[config.mk]
export PLATFORM = sky130hd
export DESIGN_NAME = scfla_front
export DESIGN_NICKNAME = d
export VERILOG_FILES = /design/src/design/scfla_pkg.sv /design/src/design/scfla_front.sv
export SDC_FILE = /design/constraint.sdc
export NUM_CORES = 1
export LEC_CHECK = 0
export BUFFER_PORTS_ARGS = -buffer_cell sky130_fd_sc_hd__buf_2
export CAP_MARGIN = 20
export CORE_MARGIN = 3
export CORE_UTILIZATION = 37
export DETAILED_ROUTE_END_ITERATION = 10
export GPL_TIMING_DRIVEN = 0
export PLACE_DENSITY = 0.73
export SYNTH_ARGS = -nofsm -noshare
export SYNTH_HDL_FRONTEND = slang
export SYNTH_SLANG_ARGS = --single-unit
export TNS_END_PERCENT = 100
[constraint.sdc]
create_clock -name vclk -period 4.72
set_input_delay 0.236 -clock vclk [all_inputs]
set_output_delay 0.236 -clock vclk [all_outputs]
set_load 0.01 [all_outputs]
[src/design/scfla_pkg.sv]
`default_nettype none
package scfla_pkg;

   localparam int NODE_COUNT   = 256;
   localparam int CLASS_COUNT  = 80;
   localparam int BLOCK_SHIFT  = 7;
   localparam int MIN_BYTES    = 256;
   localparam int HEADER_BYTES = 32;

   localparam int NODE_W  = 8;
   localparam int CLASS_W = 26;
   localparam int BKT_W   = 7;
   localparam int STEP_W  = 9;
   localparam int BYTES_W = 32;

   localparam int BLOCK_MASK = (1 << BLOCK_SHIFT) - 1;
   localparam int MIN_BLOCKS = MIN_BYTES >> BLOCK_SHIFT;

   localparam logic FUNC_ALLOC = 1'b0;
   localparam logic FUNC_FREE  = 1'b1;

   localparam logic [2:0] ST_GRANT_BUCKET = 3'd0;
   localparam logic [2:0] ST_GRANT_OVER   = 3'd1;
   localparam logic [2:0] ST_MISS         = 3'd2;
   localparam logic [2:0] ST_STORED       = 3'd3;
   localparam logic [2:0] ST_RELEASED     = 3'd4;

   typedef struct packed {
      logic               func;
      logic [BYTES_W-1:0] req_bytes;
      logic [NODE_W-1:0]  node_handle;
      logic [CLASS_W-1:0] node_class;
   } req_type;

   typedef struct packed {
      logic [2:0]         status;
      logic [NODE_W-1:0]  out_handle;
      logic [CLASS_W-1:0] out_class;
   } rsp_type;

   typedef struct packed {
      logic               func;
      logic [NODE_W-1:0]  handle;
      logic [CLASS_W-1:0] cls;
   } job_type;

   typedef struct packed {
      logic valid;
      logic [NODE_W-1:0] next;
   } link_type;

endpackage
`default_nettype wire

[src/design/scfla_front.sv]
`default_nettype none
module scfla_front (
   input  wire scfla_pkg::req_type req_item,
   output scfla_pkg::job_type      job
);
   logic [scfla_pkg::BYTES_W:0]    sum;
   logic [scfla_pkg::CLASS_W-1:0] blocks;
   logic [scfla_pkg::CLASS_W-1:0] blocks_min;

   always_comb begin
      sum = {1'b0, req_item.req_bytes}
          + (scfla_pkg::BYTES_W+1)'(scfla_pkg::HEADER_BYTES + scfla_pkg::BLOCK_MASK);
      blocks = sum[scfla_pkg::BYTES_W:scfla_pkg::BLOCK_SHIFT];
      blocks_min = (blocks < scfla_pkg::CLASS_W'(scfla_pkg::MIN_BLOCKS))
                 ? scfla_pkg::CLASS_W'(scfla_pkg::MIN_BLOCKS) : blocks;
      job.func   = req_item.func;
      job.handle = req_item.node_handle;
      job.cls    = (req_item.func == scfla_pkg::FUNC_FREE) ? req_item.node_class
                 : blocks_min - scfla_pkg::CLASS_W'(1);
   end
endmodule
`default_nettype wire

# ---- Word-level counts from Yosys, hierarchy flattened
# Index checks and enable logic that the tools add are counted.
dict set report word_totals {
  ff_bits 0
  input_bits 67
  elab_cells 5
}
dict set report op_classes {
  mux 2
  addsub 2
  n_lt_le_gt_ge 1
}
# cell n
set op_table {}
lappend op_table {{$mux W26} 2}
lappend op_table {{$add A32 B8 Y33 const B} 1}
lappend op_table {{$lt A26 B2 Y1 const B} 1}
lappend op_table {{$sub A26 B1 Y26 const B} 1}

# ---- Depth between registers and ports, before layout
dict set report logic_depth {
  word_depth 5
  depth_mapped 16
  mapped_depth_nobuf 13
}

# ---- Worst setup path before layout
# Ideal clock, no wire load.
dict set report synth_timing {
  path_kind {input to output}
  start {input req_item[52] in the netlist's numbering}
  end {output job[16] in the netlist's numbering}
  n_path_buf 2
  path_stages 14
  t_arrival_ns 3.694
  slack_ns 0.790
  required_time_ns 4.484
  cell_sequence {clkbuf_2 > nand4_1 > or4_4 > nor4_4 > nand4_2 > a211o_1 > o21ai_1 > ha_1 > clkbuf_1 > inv_1 > a221oi_1 > and4b_1 > nor3_1 > o31ai_1}
}
# item line_no
set synth_lines {}
lappend synth_lines {{start: declaration} scfla_front.sv:3} ;# input wire scfla_pkg::req_type req_item,
lappend synth_lines {{end: declaration} scfla_front.sv:4} ;# output scfla_pkg::job_type job

==> flow_summary.ini <==
[run_status]
run_status = completed

[floorplan]
die_area_sq_um = 4692
start_util_pct = 38.89
rows = 22
ios = 102
floorplan.die.width_um = 68.50
placeableCoreArea_sq_um = 3716
die-height_um = 68.50

[power_and_ir_drop]
leakagePower_nw = 0.8271
power_per_cell_area_nw_per_um2 = 76.03
finalPower_mw = 0.1493
vdd_ir_max_v = 0.00004254

[global_routing]
via_count_of_the_first_global_routing_pass = 1698
groute.usage.overall_pct = 18.79
antenna_violations_before_repair = 0
grt_overflow_total = 0
first_pass_grt_wire_length_um = 7182
grt_max_degree = 11

[drt]
dr.first_iter.drc_count = 104
drc = 0
routed-wl-met2_um = 2127
route.detailed.vias_per_inst = 5.356
detail_route.wl_per_cell_um = 12.59
finalWirelength_um = 4556
ant_nets = 0
vias = 1939
met3WireLength_um = 335
routedLengthMet1_um = 2054
initial_drt_pass_iterations = 4
uppermost_layer_routed = met4

[final_layout]
register_area_sq_um = 0
final_util_pct = 52.83
numSequentialCells = 0
stdcell_area_sq_um = 1963
final_cell_count_no_fill = 362
final_nets = 384
antennaDiodeCount = 0
layout.clock_buffers = 0
drive_gt1_share_pct = 37.90
syn2layout_area_growth_pct = 35.84

[timing]
timing_hold_violations_final = 0
rsz_0062_raised_after_global_routing = no
fin_setup_tns_ns = 0
max_clock_freq_mhz = 229.0
post-route-min-period_ns = 4.367
smallest_setup_slack_after_layout_ns = 0.3535
maxSlewViolCount = 0
whs_ns = 0.6554
timing.final.setup_violations = 0
timing.final.crit_share_pct = 92.51
max_slew_margin_pct = 66.75
worst-slew-pin-transition_ns = 0.4987

[synthesis]
synth.net_count = 292
postSynthCellCount = 224
synth_sequential_area_ratio_pct = 0
cell_area_synth_sq_um = 1445
synth.distinct_cells = 54
synth_warnings = 0
synth.avg_cell_area_sq_um = 6.452

[min_path]
hold_path_class = in -> out
hold-path-cell-count = 2
launch_point_of_the_worst_hold_path = req_item[31]
whs_endpoint = job[31]

[worst_setup_path]
crit_buf_inv = 3
slowest_stage = or4_4
timing.critical_path.to_type = output port
critical_path_required_ns = 4.48
arrival_ns = 4.13
worstSetupPathType = in -> out
path_max_fanout = 10
max_stage_delay_ns = 0.58
critical_path.cell_chain = buf_2, nand4_1, or4_4, nor4_4, nand4_2, a211o_1, o21ai_1, ha_1, inv_1, a221o_1, and4_1, or3_1, a31o_1, buf_2
critical-path-top-delay-family = simple AND/OR/NAND/NOR gates
cp-start-kind = primary input
cp_common_cell = buf_2

[clock_tree]
post_cts.repair.setup_buffers = 0
cts_hold_repair.buffers = 0
post_cts_resized = 0

[placement]
placedInstanceArea_sq_um = 1961
gpl.final_weighted_congestion = 0.8719
dp_slack_ns = 0.1560
buffers_added_on_ports = 91
placed_cells_incl_taps = 363
detailedPlacementHpwl_um = 3791

[run]
cap_viol_max_count = 0
[worst max-delay path by stage]
stage,start,endpoint,depth (start not counted),slack [ns]
after global placement,req_item[47],job[16],15,0.19
after global routing,req_item[52],job[18],14,0.07
after detailed placement,req_item[43],job[16],15,0.16
final,req_item[55],job[18],14,0.35
after floorplan,req_item[52],job[16],14,0.79
after CTS,req_item[55],job[16],15,0.13
[cells by family (layout without fill, tap and decap cells)]
logic type | Yosys count | after routing | synth area share [%]
and+or+nand+nor | 114 | 114 | 45.28
adders and majority gates | 1 | 1 | 0.8657
muxes | 5 | 5 | 3.636
buffers and inverters | 24 | 114 | 8.745
xor gates and xnor gates | 25 | 25 | 15.15
AOI/OAI and AO/OA | 55 | 55 | 26.32
[power by group]
group	switching (mW)	total (mW)	internal (mW)	leakage [nW]
logic	0.0823	0.149	0.0670	0.827
clock network	0	0	0	0
registers	0	0	0	0
[metal layers]
layer	vias to the layer above	GRT usage [%]
li1	1019	-
met1	851	25.24
met2	65	33.49
met3	4	0.8104
met4	0	2.978
met5	-	0
[Yosys cell counts, types with 3 or more instances]
| cell type | number | area share [%] |
|---|---|---|
| o21ai_0 | 21 | 7.3 |
| a21oi_1 | 6 | 2.1 |
| nand3_1 | 4 | 1.4 |
| mux2i_1 | 3 | 2.1 |
| xor2_1 | 11 | 6.7 |
| nor4_1 | 8 | 3.5 |
| nor2_1 | 16 | 4.2 |
| nor3_1 | 11 | 3.8 |
| o31ai_1 | 3 | 1.6 |
| xnor2_1 | 14 | 8.5 |
| nand4_1 | 10 | 4.3 |
| clkbuf_1 | 8 | 2.1 |
| buf_4 | 9 | 4.7 |
| inv_1 | 5 | 1.3 |
| nand2_1 | 37 | 9.6 |
| or2_2 | 3 | 1.3 |
| and2_1 | 3 | 1.3 |
[placed cells by master (no fill, tap or decap), types with 2 or more instances in the layout]
cell type,instances
nand4_2,2
nor3_1,11
nand4_1,10
and2_1,3
o41ai_1,2
a21o_1,2
a21oi_1,6
xnor2_1,14
mux2i_1,3
buf_2,91
o31ai_1,3
inv_1,5
o21ai_0,21
a211o_1,2
nor2_1,16
nand3_1,4
o21ai_1,2
clkbuf_2,2
nand2b_1,2
and4_1,2
xor2_1,11
mux2_2,2
nor4_2,2
a221o_1,2
clkbuf_1,7
or2_2,3
nor4_1,8
nand2_1,37
buf_4,9
or3_1,2
or4_4,2
nor3_4,2
[area by class of cell]
cell class	count	area, sq um
buffer	18	103.9
fill	398	1753
inverter	5	18.77
multi-input combinational	200	1325
tap	48	60.06
timing repair buffer	91	455.4
Power figures use the tool's default switching activity.
