**src/design/scfla_pkg.sv**
```systemverilog
`default_nettype none
package scfla_pkg;

   localparam int NODE_COUNT   = 256;
   localparam int CLASS_COUNT  = 80;
   localparam int BLOCK_SHIFT  = 7;
   localparam int MIN_BYTES    = 256;
   localparam int HEADER_BYTES = 32;

   localparam int NODE_W  = 8;
   localparam int CLASS_W = 26;
   localparam int BKT_W   = 7;
   localparam int STEP_W  = 9;
   localparam int BYTES_W = 32;

   localparam int BLOCK_MASK = (1 << BLOCK_SHIFT) - 1;
   localparam int MIN_BLOCKS = MIN_BYTES >> BLOCK_SHIFT;

   localparam logic FUNC_ALLOC = 1'b0;
   localparam logic FUNC_FREE  = 1'b1;

   localparam logic [2:0] ST_GRANT_BUCKET = 3'd0;
   localparam logic [2:0] ST_GRANT_OVER   = 3'd1;
   localparam logic [2:0] ST_MISS         = 3'd2;
   localparam logic [2:0] ST_STORED       = 3'd3;
   localparam logic [2:0] ST_RELEASED     = 3'd4;

   typedef struct packed {
      logic               func;
      logic [BYTES_W-1:0] req_bytes;
      logic [NODE_W-1:0]  node_handle;
      logic [CLASS_W-1:0] node_class;
   } req_type;

   typedef struct packed {
      logic [2:0]         status;
      logic [NODE_W-1:0]  out_handle;
      logic [CLASS_W-1:0] out_class;
   } rsp_type;

   typedef struct packed {
      logic               func;
      logic [NODE_W-1:0]  handle;
      logic [CLASS_W-1:0] cls;
   } job_type;

   typedef struct packed {
      logic valid;
      logic [NODE_W-1:0] next;
   } link_type;

endpackage
`default_nettype wire

```
**src/design/scfla_queue.sv**
```systemverilog
`default_nettype none
module scfla_queue (
   input  wire                     clock,
   input  wire                     reset,
   input  wire                     push,
   input  wire scfla_pkg::job_type push_job,
   input  wire                     pop,
   output scfla_pkg::job_type      pop_job,
   output logic                    empty,
   output logic                    full
);
   scfla_pkg::job_type slot_ff [2];
   logic       wr_ff, wr_in;
   logic       rd_ff, rd_in;
   logic [1:0] cnt_ff, cnt_in;

   always_comb begin
      wr_in  = push ? ~wr_ff : wr_ff;
      rd_in  = pop ? ~rd_ff : rd_ff;
      cnt_in = cnt_ff + 2'(push) - 2'(pop);
      empty  = (cnt_ff == 2'd0);
      full   = (cnt_ff == 2'd2);
      pop_job = slot_ff[rd_ff];
   end

   always_ff @(posedge clock) begin
      if (push) begin
         slot_ff[wr_ff] <= push_job;
      end
      if (reset) begin
         wr_ff  <= 1'b0;
         rd_ff  <= 1'b0;
         cnt_ff <= 2'd0;
      end else begin
         wr_ff  <= wr_in;
         rd_ff  <= rd_in;
         cnt_ff <= cnt_in;
      end
   end
endmodule
`default_nettype wire

```
**config.mk**
```make
export PLATFORM = sky130hd
export DESIGN_NAME = scfla_queue
export DESIGN_NICKNAME = d
export VERILOG_FILES = /design/src/design/scfla_pkg.sv /design/src/design/scfla_queue.sv
export SDC_FILE = /design/constraint.sdc
export NUM_CORES = 1
export LEC_CHECK = 0
export ABC_CLOCK_PERIOD_IN_PS = 7400
export BUFFER_PORTS_ARGS = -buffer_cell sky130_fd_sc_hd__clkbuf_2
export CAP_MARGIN = 15
export CORE_ASPECT_RATIO = 1.4
export CORE_MARGIN = 2
export CORE_UTILIZATION = 56
export CTS_BUF_LIST = sky130_fd_sc_hd__clkbuf_8 sky130_fd_sc_hd__clkbuf_16
export CTS_CLUSTER_DIAMETER = 150
export DETAILED_ROUTE_END_ITERATION = 8
export PLACE_DENSITY = 0.84
export SYNTH_ARGS = -nofsm -noshare
export SYNTH_HDL_FRONTEND = slang
export SYNTH_SLANG_ARGS = --single-unit
```
**constraint.sdc**
```tcl
create_clock -name clock -period 7.4 [get_ports clock]
set_clock_uncertainty 0.1 [all_clocks]
set_input_delay 1.11 -clock clock [delete_from_list [all_inputs] [get_ports clock]]
set_output_delay 1.11 -clock clock [all_outputs]
set_load 0.02 [all_outputs]
```
* Word level (Yosys, flattened, before mapping) *
Memory sizes are Yosys's and may differ from the RTL's. A register that Yosys moved wholly into a read port is not among the register bits.
Cells that the tools add are included.

operators by class
  $add $sub $neg = 2
  multiply operators = 0
  div/mod/pow operators = 0
  $lt $le $gt $ge = 0
  equality and inequality tests = 1
  shift operators = 0
  muxes and demuxes = 4
  bitwise operators = 2
  reduce and logical (&&, ||, !) cells = 1

operators by type and width
  cell                  number
  $mux W1               4
  $add A2 B1 Y2         1
  $eq A2 B2 Y1 const B  1
  $logic_not A2 Y1      1
  $not A1 Y1            2
  $sub A2 B1 Y2         1

storage, ports and cells
  register bits = 4
  latch bits = 0
  RAM bits = 70
  memory bits (read-only) = 0
  input port bits = 39
  output and inout bits = 37
  logic and storage cells = 14
  memories = 1

memories
  memory   depth  width  rd ports  clocked after Yosys merged registers in  wr ports  RTL line           RTL
  slot_ff  2      35     1         1                                        1         scfla_queue.sv:12  scfla_pkg::job_type slot_ff [2];

* Depth between registers and ports, before layout *
Gate-level depths: netlist of run 1.

  depth in word-level cells = 3
  depth in mapped cells = 6
  gate-level depth less buffers = 6

* Worst setup path before layout of run 1 *
Ideal clock, no wire load.

  path type = input port to flip-flop
  start = in push
  end = mem slot_ff[0][0] (netlist name), enable pin
  library setup time = 0.431 ns
  arrival = 2.686 ns
  data required time = 6.869 ns
  path slack = 4.183 ns
  stages on the path = 1
  buffers on the path = 0
  cells stage by stage = nor2b_1

on the way
  cells in the longest elaborated chain, start to end = 2

RTL lines
  element                        RTL line           RTL
  start, declared                scfla_queue.sv:5   input wire push,
  $mux W1                        scfla_queue.sv:27  if (push) begin
  $mux W1 (implied by the code)  scfla_queue.sv:28  slot_ff[wr_ff] <= push_job;
  end, declared                  scfla_queue.sv:12

Every way passes these cells.

==> impl_results.md, run 1 <==
* Drt first pass iters at 4
* Kind of critical path: flop to output port
* Largest net degree at the start of global routing at 36
* Leakage at 1.42 nW
* Vias per cell at 4.95
* I/O pin cnt at 76
* Hold Path Stages at 2
* Post-layout min period at 3.20 ns
* Post-DP HPWL at 2.70 mm
* Total GRT Usage at 0.152
* Storage element area at 2200 um2
* Post-synthesis area per instance at 22.3 um2
* CP max FO at 35
* Core Region at 5080 um2
* Most common cell after layout, fill and taps aside: clkbuf_2
* Xor/xnor cell area share of the yosys netlist at 0.0138
* Worst setup EP type: output port
* Vias in the first global route at 1368
* Worst setup margin at 4.20 ns
* WL per Instance at 14.4 um
* Mux cell area share after synthesis at 0.175
* Worst EP required at 6.19 ns
* Setup TNS at 0 ns
* Post-CTS resize count at 0
* Place WS at 4.52 ns
* CTS buffer count at 9
* Worst setup SP type: flop
* Synth Net Count at 171
* HP Class: flop to flop
* Final Slew Violations at 0
* Share of cells above drive strength 1 at 0.574
* Drt total wl at 4.07 mm
* Ant. Diodes at 0
* Max VDD drop at 0.000178 V
* Critical path arrival at 1.99 ns
* Final period utilization at 0.432
* Setup bufs post-CTS at 0
* Post-Syn Instances at 130
* Synthesized area at 2900 um2
* Gr ovfl total at 0
* Compound-Gate Fraction of Synth Area at 0
* Die Area at 5770 um2
* P per Cell Area at 264 nW/um2
* PortBufs at 75
* Syn. warnings at 0
* Worst relative slew slack at 0.252
* Post-route ant nets at 0
* Most frequent cells in the layout: clkbuf_2 (75), edfxtp_1 (70), mux2_4 (30)
* Initial antenna violation count at 0
* RSZ-0062 raised after global routing: no
* Worst-skew pair later-pin latency at 0.32 ns
* Layout net count at 253
* Vias at 1395
* R2R depth at 1
* Clock sink count at 75
* Routability cong. at 0.691
* # rows at 31
* CTS H-tree lvls at 3
* Clock transition at path regs at 0.06 ns
* Global-route wire length before repair at 6.27 mm
* R2r setup slk at 5.77 ns
* Area of the multi-input gates at 624 um2
* Post-synth cell types at 13
* Max-cap violations at 0
* Flops & latches, synth at 75
* Synthesis-to-finish area growth at 19.7%
* Setup violations, final at 0
* Seq/Total Area, Yosys at 0.760
* Hold_buf cts at 0
* Initial DRC count at 25
* Max Freq at 313 MHz
* Die width at 64.8 um
* Simple-gate share of the synthesized area at 0.0151
* CTS Buffer Depth at 2
* Remaining DRCs at 0
* Clk root buf: clkbuf_8
* TritonCTS clock tree: built
* Synth Area in Adders at 0.00864
* Status: completed
* Die height at 89.1 um
* Final Hold Viols at 0
* Largest family of logic cells by synthesized area: multiplexers
* Worst-margin pin slew at 1.12 ns
* Initial cell density of the core at 0.570
* Final-layout fill cell count at 364
-- synthesized netlist by cell type, drive strengths merged --
library cell / number / area (um2)
xnor2: 2 / 17.5
edfxtp: 70 / 2100
nor2: 5 / 18.8
and2: 1 / 6.26
buf: 4 / 71.3
inv: 2 / 7.51
xnor3: 1 / 22.5
mux2: 35 / 507
dfxtp: 5 / 100
ha: 2 / 25.0
nor2b: 3 / 18.8
-- routing by layer --
| layer | routed length [um] | up-vias | track usage | part of all wire |
|---|---|---|---|---|
| met3 | 244 | 4 | 0.0491 | 0.060 |
| li1 | - | 662 | - | - |
| met4 | 46 | 0 | 0.0812 | 0.011 |
| met5 | 0 | - | 0 | 0 |
| met2 | 2280 | 49 | 0.260 | 0.56 |
| met1 | 1500 | 680 | 0.169 | 0.37 |
-- state kept, by name, indices dropped and copies added (netlist names), named ones only --
| signal | cells |
|---|---|
| wr_ff | 1 |
| cnt_ff | 2 |
| slot_ff | 70 |
| rd_ff | 1 |
-- cell families (layout without fill, tap and decap cells) --
logic type / Yosys count / count (layout)
buffers and inverters: 6 / 92
multiplexers: 35 / 35
flip-flops: 75 / 75
AND/OR/NAND/NOR: 9 / 9
adder cells (fa/ha/maj): 2 / 2
XOR/XNOR: 3 / 3
-- per-stage QoR --
step | area (um2) | power (mW) | std cells | hold slack (ns) | util
6_report | 3470 | 0.914 | 282 | 0.446 | 0.682
5_1_grt | 3470 | 0.951 | 282 | 0.476 | 0.682
4_1_cts | 3470 | 0.927 | 282 | 0.452 | 0.682
3_5_place_dp | 3290 | 0.655 | 267 | 0.424 | 0.648
3_3_place_gp | 3290 | 0.650 | 267 | 0.394 | 0.648
2_1_floorplan | 2900 | 0.616 | 130 | 0.380 | -
-- power breakdown --
part           switching [mW]  internal, mW  leakage (nW)
Sequential             0.0185         0.495         0.699
Clock                   0.122         0.148        0.0965
Combinational          0.0655        0.0646         0.620
Total                   0.206         0.708          1.42
-- area by class of cell --
| cell class | count | area share |
|---|---|---|
| multi-input cells | 49 | 0.180 |
| clock inverters | 6 | 0.0144 |
| flip-flops and latches | 75 | 0.636 |
| clock buffers | 9 | 0.0357 |
| inverters | 2 | 0.00217 |
| repair buffers | 75 | 0.108 |
| well taps | 66 | 0.0238 |
-- worst max-delay path: stages, from the launching register on --
cell and delay [ns]:
dfxtp_2 1.06, mux2_2 0.42, clkbuf_2 0.15
-- worst paths after layout --
kind / start / to
max: flop / pop_job[1]
min: rd_ff / flop
max reg2reg: wr_ff / slot_ff[1][25]
min reg2reg: rd_ff / flop
(Power assumes the default switching activity.)
==> run 2: changes to the inputs <==
- ABC_CLOCK_PERIOD_IN_PS: 7400 -> 2900
- CORE_UTILIZATION: 56 -> 47
- PLACE_DENSITY: 0.84 -> 0.75
- clock period: 7.4 -> 2.9 ns (I/O delays scaled with it)
==> run 2 against run 1 <==
Compared with the run above:
- combinational power rose to 2.8 times the previous value
- via count fell by 2.3%
- wire length rose by 7.6%
- register-to-register slack got worse by 4.5 ns
- critical path depth rose by 1
- sequential power rose to 2.5 times the previous value
- largest power group unchanged
==> impl_results.md, run 2 (synthesis results as in run 1) <==
* Status: completed
* Final Hold Viols at 0
* Ant. Diodes at 0
* Die height at 96.9 um
* Critical path arrival at 1.70 ns
* Worst setup SP type: flop
* Biggest regs: slot_ff (70), cnt_ff (2)
* Post-route ant nets at 0
* Initial antenna violation count at 0
* Setup bufs post-CTS at 0
* PortBufs at 75
* Most common cell after layout, fill and taps aside: clkbuf_2
* Total GRT Usage at 0.139
* Remaining DRCs at 0
* P per Cell Area at 676 nW/um2
* Final-layout fill cell count at 456
* CP max FO at 35
* Post-DP HPWL at 2.93 mm
* Worst path bufs/invs at 2
* Share of cells above drive strength 1 at 0.583
* CP max-delay cell: buf_4
* Worst-skew pair later-pin latency at 0.32 ns
* Max-cap violations at 0
* Largest register FFs at 70
* Setup violations, final at 0
* Synthesis-to-finish area growth at 20.4%
* Leakage at 1.43 nW
* Vias per cell at 4.73
* Placed Cells at 273
* Final period utilization at 0.772
* CTS H-tree lvls at 3
* Post-layout min period at 2.24 ns
* Global-route wire length before repair at 6.92 mm
* Clock sink count at 75
* Layout net count at 255
* Post-CTS resize count at 0
* Worst-margin pin slew at 0.859 ns
* Largest net degree at the start of global routing at 36
* Kind of critical path: flop to output port
* Initial DRC count at 91
* Overall power at 2.36 mW
* Worst relative slew slack at 0.428
* Vias at 1363
* CTS Buffer Depth at 2
* HP Class: primary input to flop
* CP max stage delay at 0.50 ns
* Clk root buf: clkbuf_8
* Setup TNS at 0 ns
* CTS buffer count at 9
* Sequence of cells on the critical path: buf_4 > mux2_2 > clkbuf_2
* Core Region at 5900 um2
* Max Freq at 447 MHz
* Fin cells at 288
* Hold_buf cts at 0
* Clock transition at path regs at 0.08 ns
* WL per Instance at 15.2 um
* Die Area at 6820 um2
* Largest Register: slot_ff
* Crit path max-delay family: buffers and inverters
* Drt total wl at 4.38 mm
* Drt first pass iters at 4
* Vias in the first global route at 1468
* # rows at 33
* Max VDD drop at 0.000396 V
* Gr ovfl total at 0
* Initial cell density of the core at 0.491
* I/O pin cnt at 76
* Routability cong. at 0.633
* Worst EP required at 2.37 ns
* Die width at 70.3 um
* TritonCTS clock tree: built
* Storage element area at 2200 um2
* Worst setup EP type: output port
* Most frequent cells in the layout: clkbuf_2 (75), edfxtp_1 (70), mux2_4 (30)
* Area of the multi-input gates at 624 um2
* Final Slew Violations at 0
* RSZ-0062 raised after global routing: no
## run 2: cell count changes in the layout (fill, tap and decap cells not counted)
cell	before	now
clkinv_2	1	2
inv_1	4	5
buf_4	0	2
clkinv_1	2	0
## run 2: layer usage
metal  routed length, um  global-route usage  part of all wire
met3                 254              0.0542             0.058
met5                   0                   0                 0
met2                2260               0.224              0.52
met4                  68              0.0799             0.016
met1                1800               0.153              0.41
## run 2: final timing paths
| check | cells after the start | end | slack, ns | startpoint |
|---|---|---|---|---|
| setup / recovery | 3 | pop_job[0] | 0.66 | flop |
| hold / removal | 1 | slot_ff[0][31] | 0.18 | push_job[31] |
| setup reg to reg | 1 | slot_ff[1][33] | 1.26 | wr_ff |
| hold reg to reg | 2 | flop | 0.42 | rd_ff |
## run 2: report_power, final
part / total, mW / internal [mW] / leakage [nW] / switching (mW)
sequential: 1.29 / 1.26 / 0.699 / 0.0231
clock: 0.714 / 0.380 / 0.103 / 0.334
combinational: 0.358 / 0.165 / 0.630 / 0.192
total: 2.36 / 1.81 / 1.43 / 0.549
## run 2: final cells by class
class,instances,share of cell area
Timing Repair Buffer,77,0.112
Clock inverter,6,0.0147
Tap cell,70,0.0251
Sequential cell,75,0.632
Inverter,2,0.00215
Clock buffer,9,0.0355
Multi-Input combinational cell,49,0.179
## run 2: stage by stage
| step | hold WS [ns] | setup WS [ns] | util | cell area, um2 |
|---|---|---|---|---|
| 6_report | 0.182 | 0.662 | 0.591 | 3490 |
| 5_1_grt | 0.156 | 0.536 | 0.591 | 3490 |
| 4_1_cts | 0.164 | 0.607 | 0.591 | 3490 |
| 3_5_place_dp | 0.408 | 0.984 | 0.561 | 3310 |
| 3_3_place_gp | 0.394 | 0.987 | 0.561 | 3310 |
| 2_1_floorplan | 0.380 | 0.358 | - | 2900 |
==> run 3: changes to the inputs <==
- ABC_CLOCK_PERIOD_IN_PS: 2900 -> 1900
- clock period: 2.9 -> 1.9 ns (I/O delays scaled with it)
==> run 3 against run 2 <==
Compared with the run above:
- via count up 4.3%
- sequential power up 52%
- die area unchanged
- register-to-register slack worse by 0.69 ns
- first-iteration DRC count down 15%
- worst setup slack worse by 0.57 ns
- non-clock buffer count up 4
==> impl_results.md, run 3 (synthesis results as in run 1) <==
* Post-CTS resize count at 1
* Hold Path Stages at 1
* TritonCTS clock tree: built
* Routed metal-1 wirelength at 1.63 mm
* Routability cong. at 0.640
* Worst setup EP type: output port
* R2R depth at 6
* Biggest regs: slot_ff (70), cnt_ff (2)
* Met3 WL at 282 um
* Clk root buf: clkbuf_8
* Clock sink count at 75
* CTS Buffer Depth at 2
* RSZ-0062 raised after global routing: no
* WL per Instance at 14.8 um
* PortBufs at 75
* Hold Crit Endpoint: slot_ff[0][23]
* Gr ovfl total at 0
* Die width at 70.3 um
* Vias per cell at 4.85
* Max-cap violations at 0
* Core Region at 5900 um2
* Hold_buf cts at 0
* Die Area at 6820 um2
* Reg-to-Reg End: cnt_ff[1]
* Worst setup SP type: flop
* Setup bufs post-CTS at 0
* Share of cells above drive strength 1 at 0.592
* Most frequent cells in the layout: clkbuf_2 (75), edfxtp_1 (70), mux2_4 (30)
* Drt first pass iters at 4
* Vias in the first global route at 1449
* Largest Register: slot_ff
* Drt total wl at 4.34 mm
* Max Freq at 552 MHz
* CP max stage delay at 0.36 ns
* CP max-delay cell: dfxtp_2
* Ant. Diodes at 0
* Cell area after placement at 3360 um2
* Initial DRC count at 77
* Post-layout min period at 1.81 ns
* Global-route wire length before repair at 6.82 mm
* Worst-margin pin slew at 0.275 ns
* Final Cell Area at 3540 um2
* Post-layout util at 0.600
* Initial cell density of the core at 0.491
* Largest net degree at the start of global routing at 21
* Worst hold start: push_job[23]
* Max VDD drop at 0.000646 V
* HP Class: primary input to flop
* Vias at 1422
* Final period utilization at 0.954
* R2r setup slk at 0.57 ns
* Die height at 96.9 um
* Critical path arrival at 1.43 ns
* Remaining DRCs at 0
* Post-DP HPWL at 2.98 mm
* Crit path max-delay family: buffers and inverters
* Top Layer Used: met4
* Total GRT Usage at 0.137
* Sequence of cells on the critical path: buf_6 > mux2_2 > clkbuf_2
* Worst-skew pair later-pin latency at 0.34 ns
* Worst EP required at 1.51 ns
* Layout net count at 259
* Setup TNS at 0 ns
* Status: completed
* Place WS at 0.368 ns
* Initial antenna violation count at 0
* Hold slack at 0.0280 ns
* Clock transition at path regs at 0.07 ns
* Worst path bufs/invs at 2
* Crit. path cell count at 3
* I/O pin cnt at 76
* Setup violations, final at 0
* CP max FO at 15
* Final Hold Viols at 0
* Most common cell after layout, fill and taps aside: clkbuf_2
* # rows at 33
* CTS H-tree lvls at 3
* Worst setup margin at 0.0879 ns
* WL met2 at 2.33 mm
* Synthesis-to-finish area growth at 22.3%
* Post-route ant nets at 0
* CTS buffer count at 9
* Largest register FFs at 70
* Final Slew Violations at 0
* R2R Path Start: cnt_ff[0]
* Worst relative slew slack at 0.817
* Kind of critical path: flop to output port
* P per Cell Area at 1030 nW/um2
* Leakage at 1.45 nW
## run 3: changes by cell type in the layout (fill, tap and decap cells not counted), sizes merged
| cell | change |
|---|---|
| buf | +4 |
| clkinv | +3 |
| inv | -2 |
## run 3: cell type report
cell class / count / area, um2
Clock inverter: 7 / 60.1
Inverter: 2 / 7.51
Multi-Input combinational cell: 49 / 624
Tap cell: 70 / 87.6
Timing Repair Buffer: 81 / 437
Clock buffer: 9 / 124
Fill cell: 463 / 2360
Sequential cell: 75 / 2200
## run 3: where the power goes
part | switching (mW) | internal, mW | leakage [nW]
clock | 0.539 | 0.590 | 0.0992
combinational | 0.297 | 0.267 | 0.656
sequential | 0.0356 | 1.92 | 0.699
## run 3: per-stage QoR
step / power (mW) / instances
detailed placement: 2.57 / 277
global route: 3.81 / 293
CTS: 3.70 / 293
finish: 3.65 / 293
floorplan: 2.40 / 130
global placement: 2.55 / 277
## run 3: per-layer routing
layer	global-route usage	vias up
li1	-	675
met1	0.145	686
met2	0.223	51
met3	0.0563	10
met4	0.0843	0
met5	0	-
## run 3: worst register-to-register path, cell delays in order (launching register included)
cell and delay (ns):
dfxtp_1 0.36, inv_1 0.06, ha_1 0.27, inv_1 0.04, ha_1 0.17, xnor3_1 0.20, nor2_1 0.04
## run 3: how the worst max path moves through the flow
stage / to / slack (ns)
finish: pop_job[1] / 0.09
global route: pop_job[1] / 0.03
CTS: pop_job[1] / 0.05
detailed placement: pop_job[1] / 0.37
global placement: pop_job[34] / 0.37
floorplan: slot_ff[0][0] / 0.13
